**src/rtl/core/mjs_ram.sv**
```systemverilog
// Generic single-write, single-read RAM with registered read data.
`timescale 1ns / 1ps
module mjs_ram #(
    parameter int WIDTH = 8,
    parameter int DEPTH = 64
) (
    input  logic                                  i_clk,
    input  logic                                  i_we,
    input  logic [(DEPTH > 1 ? $clog2(DEPTH) : 1)-1:0] i_wr_addr,
    input  logic [WIDTH-1:0]                      i_wr_data,
    input  logic [(DEPTH > 1 ? $clog2(DEPTH) : 1)-1:0] i_rd_addr,
    output logic [WIDTH-1:0]                      o_rd_data
);
    logic [WIDTH-1:0] r_mem [DEPTH];

    always_ff @(posedge i_clk) begin
        if (i_we) begin
            r_mem[i_wr_addr] <= i_wr_data;
        end
        o_rd_data <= r_mem[i_rd_addr];
    end
endmodule

```
**config.mk**
```make
export PLATFORM = sky130hd
export DESIGN_NAME = mjs_ram
export DESIGN_NICKNAME = d
export VERILOG_FILES = /design/src/rtl/core/mjs_ram.sv
export SDC_FILE = /design/constraint.sdc
export NUM_CORES = 1
export LEC_CHECK = 0
export BUFFER_PORTS_ARGS = -buffer_cell sky130_fd_sc_hd__buf_2
export CORE_MARGIN = 2
export CORE_UTILIZATION = 50
export CTS_CLUSTER_DIAMETER = 40
export CTS_CLUSTER_SIZE = 10
export DETAILED_ROUTE_END_ITERATION = 10
export MAX_ROUTING_LAYER = met4
export PLACE_DENSITY_LB_ADDON = 0.1
export SLEW_MARGIN = 25
export SYNTH_ARGS = -nofsm -noshare
export SYNTH_HDL_FRONTEND = slang
export SYNTH_SLANG_ARGS = --single-unit
```
**constraint.sdc**
```tcl
create_clock -name i_clk -period 1.7 [get_ports i_clk]
set_input_delay 0.085 -clock i_clk [delete_from_list [all_inputs] [get_ports i_clk]]
set_output_delay 0.085 -clock i_clk [all_outputs]
set_load 0.02 [all_outputs]
```
==> results.cfg <==
[outcome]
status = complete, but fails checks
violations = negative setup slack

[pwr]
pwr-share-comb = 0.054
clkPwrFrac = 0.458
ir_drop_uv = 828
p_int_mw = 23.3
leakage_nw = 8.09
power_density_nw_per_um2 = 1200
p_seq_frac = 0.488
swShare = 0.203
netSwitchingPower_mw = 5.94

[grt]
grt_pass1_wl_mm = 68.7
grtUsageTotal = 0.239
grt_start_max_net_pins = 65
grt.overflow.total = 0
antenna_found_initial = 2
grt_pass1_vias = 10500

[worst_setup_path]
cp.required_ps = 2140
arrival_ps = 2390
worstSetupPathType = reg -> reg
worstSetupStartpointType = flip-flop
crit_fanout = 1
worstSetupEndpointType = flip-flop
r2r_start = r_mem[24][4]
reg2reg_to = o_rd_data[4]
reg2reg_slack_ps = -250
r2r_cells = 5

[drt]
drc = 0
vias = 10100
routed_wl_mm = 46.7
viasPerCell = 5.86
highest_layer = met4
wire_per_inst_um = 27.0
dr_wl_met3_mm = 2.92
postRouteAntennaNets = 0
first_iter_violations = 959
dr.pass1.iters = 5
met1_length_mm = 20.1
wl_met2_mm = 22.5

[worst_hold_path]
min_path_cells = 1
min_to = r_mem[19][5]
min_from = i_wr_data[5]
hp-class = in -> reg

[synthesis]
synthTopCellsByCount = edfxtp_1 (512), mux4_2 (126), nor2_1 (83)
synth_cell_types = 40
synth.top_cell.area_share = 0.762
synth_edf_count = 512
yosys_warnings = 0
synthCells = 940
synth.avg_cell_area_um2 = 21.5
yosysMostFrequentCell = edfxtp_1
syn_nets = 962
synthTopCellsByArea = edfxtp_1 (76%), mux4_2 (14%), nor2_1 (1.5%)
syn_area_um2 = 20200
synth_top_area_cell = edfxtp_1
ys_seq_area_frac = 0.770
synth_seq_cells = 520
synth_ff_type = edfxtp_1
async_flop_share = 0

[cells_and_area]
syn2layout_area_growth_pct = 21.1
stdcell_count = 1728
drive_gt1_frac = 0.371
nNetsFinal = 1187
nFillCells = 2837

[clock_network]
htree_levels = 3
cts_tree = done
cts_setup_buffers = 0
worstSkewPairLatency_ps = 570
cts_buffer_depth = 3
cts_buffers = 70
cts-root-buf = clkbuf_16
path_clk_slew_ps = 50
clock_sink_count = 520

[timing]
max-slew-margin-rel = 0.491
fin_skew_ps = 13.4
finalCritPeriodShare = 1.15
fmax_mhz = 513
setup_ws_ps = -250
slew_viol_final = 0
tns_ps = -718
tightest_slew_ps = 756
rsz0062_at_grt = true
finalSetupViolCount = 5
hold_viol = 0
timing.final.crit_period_ps = 1950

[flow_run]
maxCapViolations = 0

[placed_design]
portBuffers = 29
place_inst = 1614
place_hpwl_mm = 30.0
gp_congestion = 0.824

[die]
die_x_um = 205
core_um2 = 39700
start_util = 0.508
fp.dieArea_um2 = 42000
ios = 30
die_y_um = 205
rows = 73
## power by group through the flow
stage               sequential [mW]  clock, mW  combinational (mW)
floorplan                      14.5          0               0.758
global placement               14.5          0                1.51
detailed placement             14.5          0                1.53
CTS                            14.3       13.7                1.59
global route                   14.2       14.2                1.68
finish                         14.3       13.4                1.57
## placed cells by master, fill, tap and decap left out, types with 4 or more instances in the layout
cell / synthesis / routed
a211oi_1: 4 / 4
buf_12: 2 / 13
buf_2: 11 / 25
buf_4: 13 / 158
bufinv_16: 0 / 4
clkbuf_1: 17 / 9
clkbuf_16: 0 / 73
clkinv_1: 0 / 8
clkinv_2: 0 / 5
dfxtp_1: 8 / 8
dlygate4sd3_1: 0 / 6
edfxtp_1: 512 / 512
mux2_2: 13 / 10
mux2i_1: 23 / 23
mux4_2: 126 / 126
nand2_1: 19 / 18
nand2b_1: 7 / 7
nand3_1: 13 / 13
nor2_1: 83 / 80
nor2b_1: 14 / 14
nor3_1: 7 / 5
o221ai_1: 8 / 8
o22ai_1: 8 / 8
## layer usage
metal | global-route usage | vias up
met5 | - | -
met4 | 0.0844 | 0
met3 | 0.0437 | 67
met2 | 0.365 | 360
met1 | 0.328 | 5305
li1 | - | 4392
## stage by stage
stage	worst slack (ps)	total power [mW]	area [um2]	util	hold slack (ps)
2_1_floorplan	7.08	15.3	20200	-	184
3_3_place_gp	-686	16.0	22100	0.557	512
5_1_grt	-262	30.2	24400	0.615	45.3
6_report	-250	29.2	24400	0.615	48.4
3_5_place_dp	-691	16.0	22100	0.557	521
4_1_cts	-193	29.5	24400	0.614	23.2
## critical path: stages, from the launching register on
cell and delay [ps]:
edfxtp_1 400, mux4_2 480, mux2_4 280, o221a_4 280, nor3_4 270, o32ai_1 110
## area by class of cell
class / instances / area, um2 / area share
Timing Repair Buffer: 204 / 1650 / 0.0677
Antenna cell: 3 / 7.51 / 0.000307
Clock inverter: 23 / 225 / 0.00922
Clock buffer: 84 / 1890 / 0.0773
Multi-Input combinational cell: 369 / 4450 / 0.182
Tap cell: 525 / 657 / 0.0269
Sequential cell: 520 / 15500 / 0.636
## how the worst max path moves through the flow
stage / to / start / cells after the start
finish: o_rd_data[4] / r_mem[24][4] / 5
global route: o_rd_data[4] / r_mem[21][4] / 5
CTS: o_rd_data[6] / r_mem[24][6] / 5
detailed placement: o_rd_data[6] / i_rd_addr[0] / 7
global placement: o_rd_data[6] / i_rd_addr[0] / 7
floorplan: o_rd_data[3] / i_rd_addr[1] / 7
## cells by family after synthesis
group / Yosys count / synth area share
muxes: 162 / 0.159
buffers and inverters: 51 / 0.0157
DFF: 520 / 0.770
and+or+nand+nor: 153 / 0.0339
AOI/OAI and AO/OA: 54 / 0.0207
## flip-flops by register name, summed over array words and instances (netlist names)
name,flops
o_rd_data,8
r_mem,512
## timing repair
action / 4_1_cts / 5_1_grt
resized for setup: 26 / 5
hold buffers: 6 / 0
hold endpoints to repair: 5 / 0
cloned: 0 / 0
setup endpoints to repair: 8 / 15
pin swaps: 9 / 0
No activity file was read; power rests on OpenSTA's default activity.
